===== src/kpra_pkg.sv =====
package kpra_pkg;

  localparam int unsigned LaneWidth   = 4;
  localparam int unsigned LaneCount   = 25;
  localparam int unsigned StateWidth  = LaneWidth * LaneCount;
  localparam int unsigned BlockWidth  = 30;
  localparam int unsigned LowWidth    = 64;
  localparam int unsigned HighWidth   = StateWidth - LowWidth;
  localparam int unsigned NumRoundIdx = 16;
  localparam int unsigned Rounds      = 2;
  localparam int unsigned RoundIdxW   = 5;
  localparam int unsigned CfgIndexW   = 2;

  localparam logic [RoundIdxW-1:0] SpecialRound = RoundIdxW'(14);
  localparam logic [RoundIdxW-1:0] LastRound    = RoundIdxW'(NumRoundIdx - 1);

  localparam logic [CfgIndexW-1:0] CfgRound14    = CfgIndexW'(0);
  localparam logic [CfgIndexW-1:0] CfgOtherRound = CfgIndexW'(1);

  localparam logic [LaneWidth-1:0] Round14Reset    = 4'h9;
  localparam logic [LaneWidth-1:0] OtherRoundReset = 4'h3;

  // rotation amounts mod 4, by lane number x+5*y
  localparam logic [1:0] RhoOff [LaneCount] = '{
    2'd0, 2'd1, 2'd2, 2'd0, 2'd3,
    2'd0, 2'd0, 2'd2, 2'd3, 2'd0,
    2'd3, 2'd2, 2'd3, 2'd1, 2'd3,
    2'd1, 2'd1, 2'd3, 2'd1, 2'd0,
    2'd2, 2'd2, 2'd1, 2'd0, 2'd2
  };

  // pi: destination lane n takes source lane PiSrc[n]
  localparam logic [4:0] PiSrc [LaneCount] = '{
    5'd0,  5'd6,  5'd12, 5'd18, 5'd24,
    5'd3,  5'd9,  5'd10, 5'd16, 5'd22,
    5'd1,  5'd7,  5'd13, 5'd19, 5'd20,
    5'd4,  5'd5,  5'd11, 5'd17, 5'd23,
    5'd2,  5'd8,  5'd14, 5'd15, 5'd21
  };

  typedef struct packed {
    logic [BlockWidth-1:0] rate_block;
    logic                  fresh;
  } in_word_t;

  typedef struct packed {
    logic [HighWidth-1:0] state_high;
    logic [LowWidth-1:0]  state_low;
  } out_word_t;

  typedef struct packed {
    logic     valid;
    in_word_t word;
  } head_t;

  typedef struct packed {
    logic pop;
    logic busy;
  } back_stat_t;

  typedef struct packed {
    logic [LaneWidth-1:0] round14;
    logic [LaneWidth-1:0] other;
  } rc_cfg_t;

  function automatic logic [LaneWidth-1:0] rotl4(logic [LaneWidth-1:0] v, logic [1:0] s);
    logic [2*LaneWidth-1:0] t;
    t = {v, v} << s;
    return t[2*LaneWidth-1:LaneWidth];
  endfunction

  function automatic logic [StateWidth-1:0] keccak_round(logic [StateWidth-1:0] st,
                                                        logic [LaneWidth-1:0] rc);
    logic [LaneWidth-1:0] a [LaneCount];
    logic [LaneWidth-1:0] b [LaneCount];
    logic [LaneWidth-1:0] col [5];
    logic [LaneWidth-1:0] dx [5];
    logic [StateWidth-1:0] res;
    int xm, xp, x2;
    for (int n = 0; n < LaneCount; n++) begin
      a[n] = st[LaneWidth*n +: LaneWidth];
    end
    // theta
    for (int x = 0; x < 5; x++) begin
      col[x] = a[x] ^ a[x+5] ^ a[x+10] ^ a[x+15] ^ a[x+20];
    end
    for (int x = 0; x < 5; x++) begin
      xm = (x == 0) ? 4 : x - 1;
      xp = (x == 4) ? 0 : x + 1;
      dx[x] = col[xm] ^ rotl4(col[xp], 2'd1);
    end
    for (int y = 0; y < 5; y++) begin
      for (int x = 0; x < 5; x++) begin
        a[x+5*y] = a[x+5*y] ^ dx[x];
      end
    end
    // rho
    for (int n = 0; n < LaneCount; n++) begin
      a[n] = rotl4(a[n], RhoOff[n]);
    end
    // pi
    for (int n = 0; n < LaneCount; n++) begin
      b[n] = a[PiSrc[n]];
    end
    // chi
    for (int y = 0; y < 5; y++) begin
      for (int x = 0; x < 5; x++) begin
        xp = (x == 4) ? 0 : x + 1;
        x2 = (x >= 3) ? x - 3 : x + 2;
        a[x+5*y] = b[x+5*y] ^ (~b[xp+5*y] & b[x2+5*y]);
      end
    end
    // iota
    a[0] = a[0] ^ rc;
    for (int n = 0; n < LaneCount; n++) begin
      res[LaneWidth*n +: LaneWidth] = a[n];
    end
    return res;
  endfunction

endpackage


===== src/kpra_front.sv =====
module kpra_front (
  input  logic               clk_i,
  input  logic               rst_ni,
  input  logic               in_valid_i,
  output logic               in_ready_o,
  input  kpra_pkg::in_word_t in_word_i,
  input  logic               pop_i,
  output kpra_pkg::head_t    head_o
);

  kpra_pkg::in_word_t mem_q [2];
  logic       wr_ptr_q, wr_ptr_d;
  logic       rd_ptr_q, rd_ptr_d;
  logic [1:0] count_q, count_d;
  logic       push;
  logic       pop;

  assign in_ready_o = (count_q != 2'd2);
  assign push       = in_valid_i && in_ready_o;
  assign pop        = pop_i && (count_q != 2'd0);

  always_comb begin
    wr_ptr_d = push ? ~wr_ptr_q : wr_ptr_q;
    rd_ptr_d = pop ? ~rd_ptr_q : rd_ptr_q;
    count_d  = count_q + {1'b0, push} - {1'b0, pop};
  end

  always_ff @(posedge clk_i or negedge rst_ni) begin
    if (!rst_ni) begin
      wr_ptr_q <= 1'b0;
      rd_ptr_q <= 1'b0;
      count_q  <= 2'd0;
    end else begin
      wr_ptr_q <= wr_ptr_d;
      rd_ptr_q <= rd_ptr_d;
      count_q  <= count_d;
    end
  end

  // store the whole input word, block and fresh flag, at the write pointer
  always_ff @(posedge clk_i) begin
    if (push) begin
      mem_q[wr_ptr_q] <= in_word_i;
    end
  end

  assign head_o.valid = (count_q != 2'd0);
  assign head_o.word  = mem_q[rd_ptr_q];

endmodule


===== src/kpra_back.sv =====
module kpra_back #(
  parameter int unsigned Rounds = kpra_pkg::Rounds
) (
  input  logic                 clk_i,
  input  logic                 rst_ni,
  input  kpra_pkg::head_t      head_i,
  input  kpra_pkg::rc_cfg_t    rc_cfg_i,
  output kpra_pkg::back_stat_t stat_o,
  output logic                 out_valid_o,
  input  logic                 out_ready_i,
  output kpra_pkg::out_word_t  out_word_o
);

  localparam int unsigned IdxW = kpra_pkg::RoundIdxW;
  localparam int unsigned SW   = kpra_pkg::StateWidth;
  localparam logic [IdxW-1:0] FirstRound = IdxW'(kpra_pkg::NumRoundIdx - Rounds);
  localparam logic [IdxW-1:0] EndRound   = IdxW'(kpra_pkg::NumRoundIdx);

  logic [SW-1:0]   sponge_q, sponge_d;
  logic            busy_q, busy_d;
  logic [IdxW-1:0] round_q, round_d;
  logic            out_valid_q, out_valid_d;
  kpra_pkg::out_word_t out_word_q;

  logic [SW-1:0]   absorbed, src, mid, after;
  logic [IdxW-1:0] idx, idx_next;
  logic [kpra_pkg::LaneWidth-1:0] rc_a, rc_b;
  logic            last, out_free, go;

  always_comb begin
    absorbed = (head_i.word.fresh ? '0 : sponge_q)
             ^ {{(SW-kpra_pkg::BlockWidth){1'b0}}, head_i.word.rate_block};
    src      = busy_q ? sponge_q : absorbed;
    idx      = busy_q ? round_q : FirstRound;
    idx_next = idx + IdxW'(1);
    rc_a     = (idx == kpra_pkg::SpecialRound) ? rc_cfg_i.round14 : rc_cfg_i.other;
    rc_b     = (idx_next == kpra_pkg::SpecialRound) ? rc_cfg_i.round14 : rc_cfg_i.other;
    mid      = kpra_pkg::keccak_round(src, rc_a);
    // second round of the step only while round indices remain
    after    = (idx == kpra_pkg::LastRound) ? mid : kpra_pkg::keccak_round(mid, rc_b);
    last     = (idx + IdxW'(2)) >= EndRound;
    out_free = !out_valid_q || out_ready_i;
    go       = (busy_q || head_i.valid) && (!last || out_free);

    sponge_d    = go ? after : sponge_q;
    busy_d      = busy_q;
    round_d     = round_q;
    out_valid_d = out_valid_q && !out_ready_i;
    if (go) begin
      busy_d  = !last;
      round_d = idx + IdxW'(2);
      if (last) begin
        out_valid_d = 1'b1;
      end
    end
  end

  always_ff @(posedge clk_i or negedge rst_ni) begin
    if (!rst_ni) begin
      sponge_q    <= '0;
      busy_q      <= 1'b0;
      round_q     <= '0;
      out_valid_q <= 1'b0;
    end else begin
      sponge_q    <= sponge_d;
      busy_q      <= busy_d;
      round_q     <= round_d;
      out_valid_q <= out_valid_d;
    end
  end

  always_ff @(posedge clk_i) begin
    if (go && last) begin
      out_word_q <= after;
    end
  end

  assign stat_o.pop  = go && !busy_q;
  assign stat_o.busy = busy_q;
  assign out_valid_o = out_valid_q;
  assign out_word_o  = out_word_q;

endmodule


===== src/keccak_p100_reduced_absorb.sv =====
// channel   dir  handshake                  payload
// in        in   in_valid_i / in_ready_o    in_word_i   (rate_block, fresh)
// out       out  out_valid_o / out_ready_i  out_word_o  (state_high, state_low)
// cfg       in   cfg_valid_i / cfg_ready_o  cfg_index_i, cfg_data_i
//
// the back stage works on the held state and takes no new word while busy; its
// datapath does two rounds per cycle, so with the default two rounds it takes one
// word per cycle unless out_ready_i stalls, and sets out_valid_o in the next cycle
// reset clears the state to zero and loads the round constants 9 and 3
// a two-entry queue lets input words keep coming while a result waits on out_ready_i
module keccak_p100_reduced_absorb #(
  parameter int unsigned Rounds = kpra_pkg::Rounds
) (
  input  logic                           clk_i,
  input  logic                           rst_ni,
  input  logic                           in_valid_i,
  output logic                           in_ready_o,
  input  kpra_pkg::in_word_t             in_word_i,
  output logic                           out_valid_o,
  input  logic                           out_ready_i,
  output kpra_pkg::out_word_t            out_word_o,
  input  logic                           cfg_valid_i,
  output logic                           cfg_ready_o,
  input  logic [kpra_pkg::CfgIndexW-1:0] cfg_index_i,
  input  logic [kpra_pkg::LaneWidth-1:0] cfg_data_i
);

  kpra_pkg::head_t      head;
  kpra_pkg::back_stat_t stat;
  kpra_pkg::rc_cfg_t    rc_cfg_q, rc_cfg_d;

  assign cfg_ready_o = 1'b1;

  always_comb begin
    rc_cfg_d = rc_cfg_q;
    if (cfg_valid_i) begin
      unique case (cfg_index_i)
        kpra_pkg::CfgRound14:    rc_cfg_d.round14 = cfg_data_i;
        kpra_pkg::CfgOtherRound: rc_cfg_d.other   = cfg_data_i;
        default: ;
      endcase
    end
  end

  always_ff @(posedge clk_i or negedge rst_ni) begin
    if (!rst_ni) begin
      rc_cfg_q.round14 <= kpra_pkg::Round14Reset;
      rc_cfg_q.other   <= kpra_pkg::OtherRoundReset;
    end else begin
      rc_cfg_q <= rc_cfg_d;
    end
  end

  kpra_front u_front (
    .clk_i      (clk_i),
    .rst_ni     (rst_ni),
    .in_valid_i (in_valid_i),
    .in_ready_o (in_ready_o),
    .in_word_i  (in_word_i),
    .pop_i      (stat.pop),
    .head_o     (head)
  );

  kpra_back #(
    .Rounds (Rounds)
  ) u_back (
    .clk_i       (clk_i),
    .rst_ni      (rst_ni),
    .head_i      (head),
    .rc_cfg_i    (rc_cfg_q),
    .stat_o      (stat),
    .out_valid_o (out_valid_o),
    .out_ready_i (out_ready_i),
    .out_word_o  (out_word_o)
  );

`ifndef SYNTHESIS
  a_pop_needs_head: assert property (@(posedge clk_i) disable iff (!rst_ni)
    stat.pop |-> head.valid)
    else $error("back took a word from an empty queue");

  a_full_has_head: assert property (@(posedge clk_i) disable iff (!rst_ni)
    !in_ready_o |-> head.valid)
    else $error("queue full but no head word");

  a_result_has_source: assert property (@(posedge clk_i) disable iff (!rst_ni)
    $rose(out_valid_o) |-> $past(stat.pop || stat.busy))
    else $error("result appeared without a word in work");
`endif

endmodule


===== config.mk =====
export PLATFORM = sky130hd
export DESIGN_NAME = keccak_p100_reduced_absorb
export DESIGN_NICKNAME = d
export VERILOG_FILES = /design/src/kpra_pkg.sv /design/src/kpra_front.sv /design/src/kpra_back.sv /design/src/keccak_p100_reduced_absorb.sv
export SDC_FILE = /design/constraint.sdc
export NUM_CORES = 1
export LEC_CHECK = 0
export ABC_CLOCK_PERIOD_IN_PS = 14500
export BUFFER_PORTS_ARGS = -buffer_cell sky130_fd_sc_hd__buf_2
export CORE_ASPECT_RATIO = 0.7
export CORE_MARGIN = 2
export CORE_UTILIZATION = 40
export DETAILED_ROUTE_END_ITERATION = 8
export GPL_TIMING_DRIVEN = 0
export SLEW_MARGIN = 20
export SYNTH_ARGS = -nofsm -noshare
export SYNTH_HDL_FRONTEND = slang
export SYNTH_HIERARCHICAL = 1
export SYNTH_SLANG_ARGS = --single-unit

===== constraint.sdc =====
create_clock -name clk_i -period 14.5 [get_ports clk_i]
set_input_delay 2.175 -clock clk_i [delete_from_list [all_inputs] [get_ports clk_i]]
set_output_delay 2.175 -clock clk_i [all_outputs]
set_load 0.02 [all_outputs]

======== Word level (Yosys, flattened, before mapping) ========
Memories as Yosys holds them, arrays and structs flattened.
Cells that the tools add are included.
word-level totals
  register bits ........................... 219
  memory bits (writable) .................. 62
  bits of input ports ..................... 42
  output and inout bits ................... 103
  memories kept ........................... 1
operators by class
  add/subtract/negate cells ............... 4
  order comparisons ....................... 1
  equality and inequality tests ........... 5
  muxes and demuxes ....................... 10
  bitwise gates (word level) .............. 255
  reductions and logical operators ........ 17
memory list
  name           words  bits a word  rd ports  clocked after memory_dff  write ports  RTL line          text
  u_front.mem_q  2      31           1         0                         1            kpra_front.sv:11  kpra_pkg::in_word_t mem_q [2];
operators by type and width
  operator                                                         count
  4-bit XOR                                                        152
  100-bit 2-to-1 mux                                               3
  4-bit AND                                                        50
  4-bit inverter                                                   50
  100-bit by 30-bit XOR with 100-bit output                        1
  5-bit by 4-bit == test with 1-bit output, second input constant  3
  4-bit 2-to-1 mux                                                 2
  1-bit logical AND                                                6
  5-bit by 1-bit adder with 5-bit output, second input constant    1
  5-bit by 2-bit adder with 5-bit output, second input constant    1
  5-bit >= comparator, second input constant                       1
  5-bit 2-to-1 mux                                                 1
  1-bit zero test                                                  4
  1-bit 2-to-1 mux                                                 4
  2-bit AND reduction                                              2
  1-bit logical OR                                                 3
  2-bit by 1-bit adder with 2-bit output                           1
  2-bit by 1-bit == test with 1-bit output, second input constant  1
  2-bit zero test                                                  1
  2-bit inequality test, second input constant                     1
  1-bit inverter                                                   2
  2-bit nonzero test                                               1
  2-bit by 1-bit subtractor with 2-bit output                      1

======== Logic depth before layout (Yosys ltp) ========
An unclocked memory read counts as a cell.
  depth after elaboration ................. 25
  gate-level depth with buffers ........... 21
  gate-level depth less buffers ........... 16

======== By module ========
The synthesis kept the hierarchy.
by module, submodules not included
  module                      instances  cells an instance  area each (um^2)  seq. area each (um^2)
  kpra_back                   1          2137               21399.3           5680.4
  kpra_front                  1          114                2469.9            1961.9
  keccak_p100_reduced_absorb  1          20                 332.8             205.2

======== Worst setup path before layout ========
OpenSTA, ideal clock, no wires.
  kind .................................... input -> register
  start point ............................. in out_ready_i
  end point ............................... reg u_back.out_word_q (netlist bit u_back/out_word_o[0]) (enable)
  setup time .............................. 593 ps
  data arrival time ....................... 7771 ps
  data required time ...................... 13907 ps
  setup slack ............................. 6136 ps
  stages on the path ...................... 6
  path buffers ............................ 2
  cell sequence ........................... inv_1 > nand3_1 > o21ai_0 > clkbuf_1 > buf_1 > a21oi_1
between the ends
  longest elaborated chain between the ends .. 4
ends and longest elaborated chain
  element               RTL line                          text
  start, declared       keccak_p100_reduced_absorb.sv:20  input logic out_ready_i,
  1-bit logical OR      kpra_back.sv:42                   out_free = !out_valid_q || out_ready_i;
  1-bit logical OR      kpra_back.sv:43                   go = (busy_q || head_i.valid) && (!last || out_free);
  1-bit logical AND     kpra_back.sv:43
  1-bit logical AND     kpra_back.sv:73                   if (go && last) begin
  end signal, assigned  kpra_back.sv:74                   out_word_q <= after;
  end, declared         kpra_back.sv:23                   kpra_pkg::out_word_t out_word_q;
No other way between the ends.
A chain may end at the register's enable or synchronous reset.

==> flow_metrics.py <==
metrics = {
    "worst_setup_path": {
        "reg2reg_depth": 20,
        "required_ns": 15.03,
        "critical_path_buf_inv_count": 7,
        "crit_path_end": "u_back/sponge_q[42]",
        "r2r-start": "u_front/rd_ptr_q",
        "crit_arrival_ns": 9.33,
        "r2r_slack_ns": 5.71,
        "critPathTopFamily": "buffers and inverters",
        "cp_max_fo": 10,
        "worst_path_largest_cell_delay_ns": 0.90,
        "endpoint_kind": "flop",
        "cp.depth": 20,
        "cp-start-kind": "flop",
        "path_class": "flop to flop",
        "cp_slowest_cell": "xor2_1",
        "timing.rr.end": "u_back/sponge_q[42]",
        "cp_cell_sequence": "buf_6, mux2_2, nand2b_1, clkbuf_1, buf_2, buf_2, buf_2, clkbuf_1, clkbuf_1, o21ai_0, mux2i_1, o22ai_1, xor2_1, xor3_1, xnor3_2, xnor2_1, nand2_1, xnor2_1, nand2_1, a31oi_1",
        "cp-startpoint": "u_front/rd_ptr_q",
    },
    "finish": {
        "fin_cells": 3287,
        "finalNetCount": 2500,
        "drive_gt1_frac": 0.192,
        "diodes": 0,
        "area_growth_pct": 12.6,
    },
    "synthesis": {
        "syn_inst": 2270,
        "syn_avg_cell_area_um2": 10.7,
        "yosys_warnings": 6,
        "synth_nets": 2316,
        "syn_area_um2": 24200,
    },
    "global_route": {
        "grt_max_degree": 71,
        "grt_pass1_vias": 18800,
        "grt_pass1_wl_mm": 164,
        "grt_usage": 0.389,
        "grt_antenna_before_repair": 9,
        "gr-total-overflow": 0,
    },
    "floorplanning": {
        "die_x_um": 298,
        "fp.dieH_um": 210,
        "floorplan.rows": 75,
        "start_util": 0.404,
        "dieArea_um2": 62500,
        "coreArea_um2": 59900,
        "num_io_pins": 145,
    },
    "cts": {
        "clock_sinks": 281,
        "cts-buffers-inserted": 31,
        "path_clk_slew_ns": 0.06,
        "post_cts_resized": 0,
        "holdBufCountCts": 0,
        "root_buffer": "clkbuf_16",
        "cts_setup_buffers": 0,
        "clkLatencyLatePin_ns": 0.63,
        "cts_tree": "yes",
        "ctsLongestPathBuffers": 3,
        "cts-htree-levels": 1,
    },
    "placed_design": {
        "gp_congestion": 1.05,
        "dp_worst_setup_slack_ns": 6.35,
        "dp_cells": 3229,
        "hpwl_mm": 102,
        "portBuffers": 143,
    },
    "sta": {
        "post-route-min-period_ns": 8.79,
        "fin_tns_setup_ns": 0,
        "fin_skew_ns": 0.0217,
        "hold_violations": 0,
        "max_freq_mhz": 114,
        "rsz0062_at_grt": "no",
        "slew_headroom": 0.103,
        "setup_ws_ns": 5.71,
        "slew_violations": 0,
        "worstMarginPinSlew_ns": 1.34,
        "setup_violations": 0,
        "fin_crit_sh": 0.606,
    },
    "routing": {
        "drt-met1-wl_mm": 54.0,
        "vias": 20500,
        "top_layer_used": "met5",
        "drt_pass1_iterations": 5,
        "wire_per_inst_um": 37.6,
        "dr_wl_met2_mm": 45.6,
        "viasPerCell": 6.25,
        "first_iter_violations": 3247,
        "drcViolationCount": 0,
        "detail-route-antenna-nets": 0,
        "routed_wl_mm": 123,
        "wl_met3_mm": 19.1,
    },
    "worst_hold_path": {
        "hp-class": "flop to flop",
    },
    "flow_run": {
        "cap_viol_max_count": 0,
    },
    "outcome": {
        "status": "complete, no violations",
    },
}
## final cells by class
class / count / area [um2]
flip-flops and latches: 281 / 7850
clock inverters: 11 / 144
well taps: 808 / 1010
fillers: 5771 / 32600
clock buffers: 47 / 877
inverters: 16 / 60.1
multi-input cells: 1841 / 15700
repair buffers: 151 / 915
plain buffers: 132 / 687
## placed cells by master (no fill, tap or decap), types with 13 or more instances in the layout
cell and n:
xnor2_4 13, xnor3_1 96, a21oi_1 62, mux2_2 83, nor2b_1 35, o221ai_1 26, a21o_1 18, and2_1 16
nor3b_1 14, inv_1 14, xor2_1 141, buf_6 13, o21ai_0 96, a32oi_1 22, xnor2_1 263, buf_4 13
xnor2_2 32, buf_2 171, clkbuf_16 32, nand2_1 244, dfrtp_1 115, nor3_1 18, xor2_2 19, o211ai_1 14
and3_1 14, a31oi_1 18, mux2i_1 67, nor2_1 163, xor3_1 24, a22oi_1 24, or3_1 14, nand3_1 38
clkbuf_1 76, o21ai_1 18, nand2b_1 35, edfxtp_1 162
## worst min-delay path by stage
stage                     slack (ns)  cells after the start          startpoint            endpoint
final                           0.51                      1  u_back/out_valid_o  u_back/out_valid_o
after CTS                       0.51                      1  u_back/out_valid_o  u_back/out_valid_o
after detailed placement        0.49                      1  u_back/out_valid_o  u_back/out_valid_o
after global placement          0.48                      1    u_front/wr_ptr_q    u_front/wr_ptr_q
after global routing            0.55                      1  u_back/out_valid_o  u_back/out_valid_o
after floorplan                 0.46                      1    u_front/wr_ptr_q    u_front/wr_ptr_q
## through the flow
stage	util	cell area, um2	hold WS [ns]
after floorplan	-	24200	0.461
after global placement	0.433	25900	0.479
after detailed placement	0.438	26200	0.489
after CTS	0.455	27200	0.509
after global routing	0.455	27200	0.545
final	0.455	27200	0.513
## registers in the layout, indices dropped and copies added, names as in the netlist
signal              cells
rc_cfg_q                8
u_back/busy_q           1
u_back/out_valid_o      1
u_back/out_word_o     100
u_back/round_q          5
u_back/sponge_q       100
u_front/count_q         2
u_front/mem_q          62
u_front/rd_ptr_q        1
u_front/wr_ptr_q        1
## routing by layer
metal  track usage  vias up
met5             0        -
met4         0.120        6
met3         0.166      214
met2         0.500     1473
met1         0.578    10400
li1              -     8424
Power is left out: the tool's default activity adds up to more than one toggle a clock period on the data nets, which glitch-free logic cannot reach.
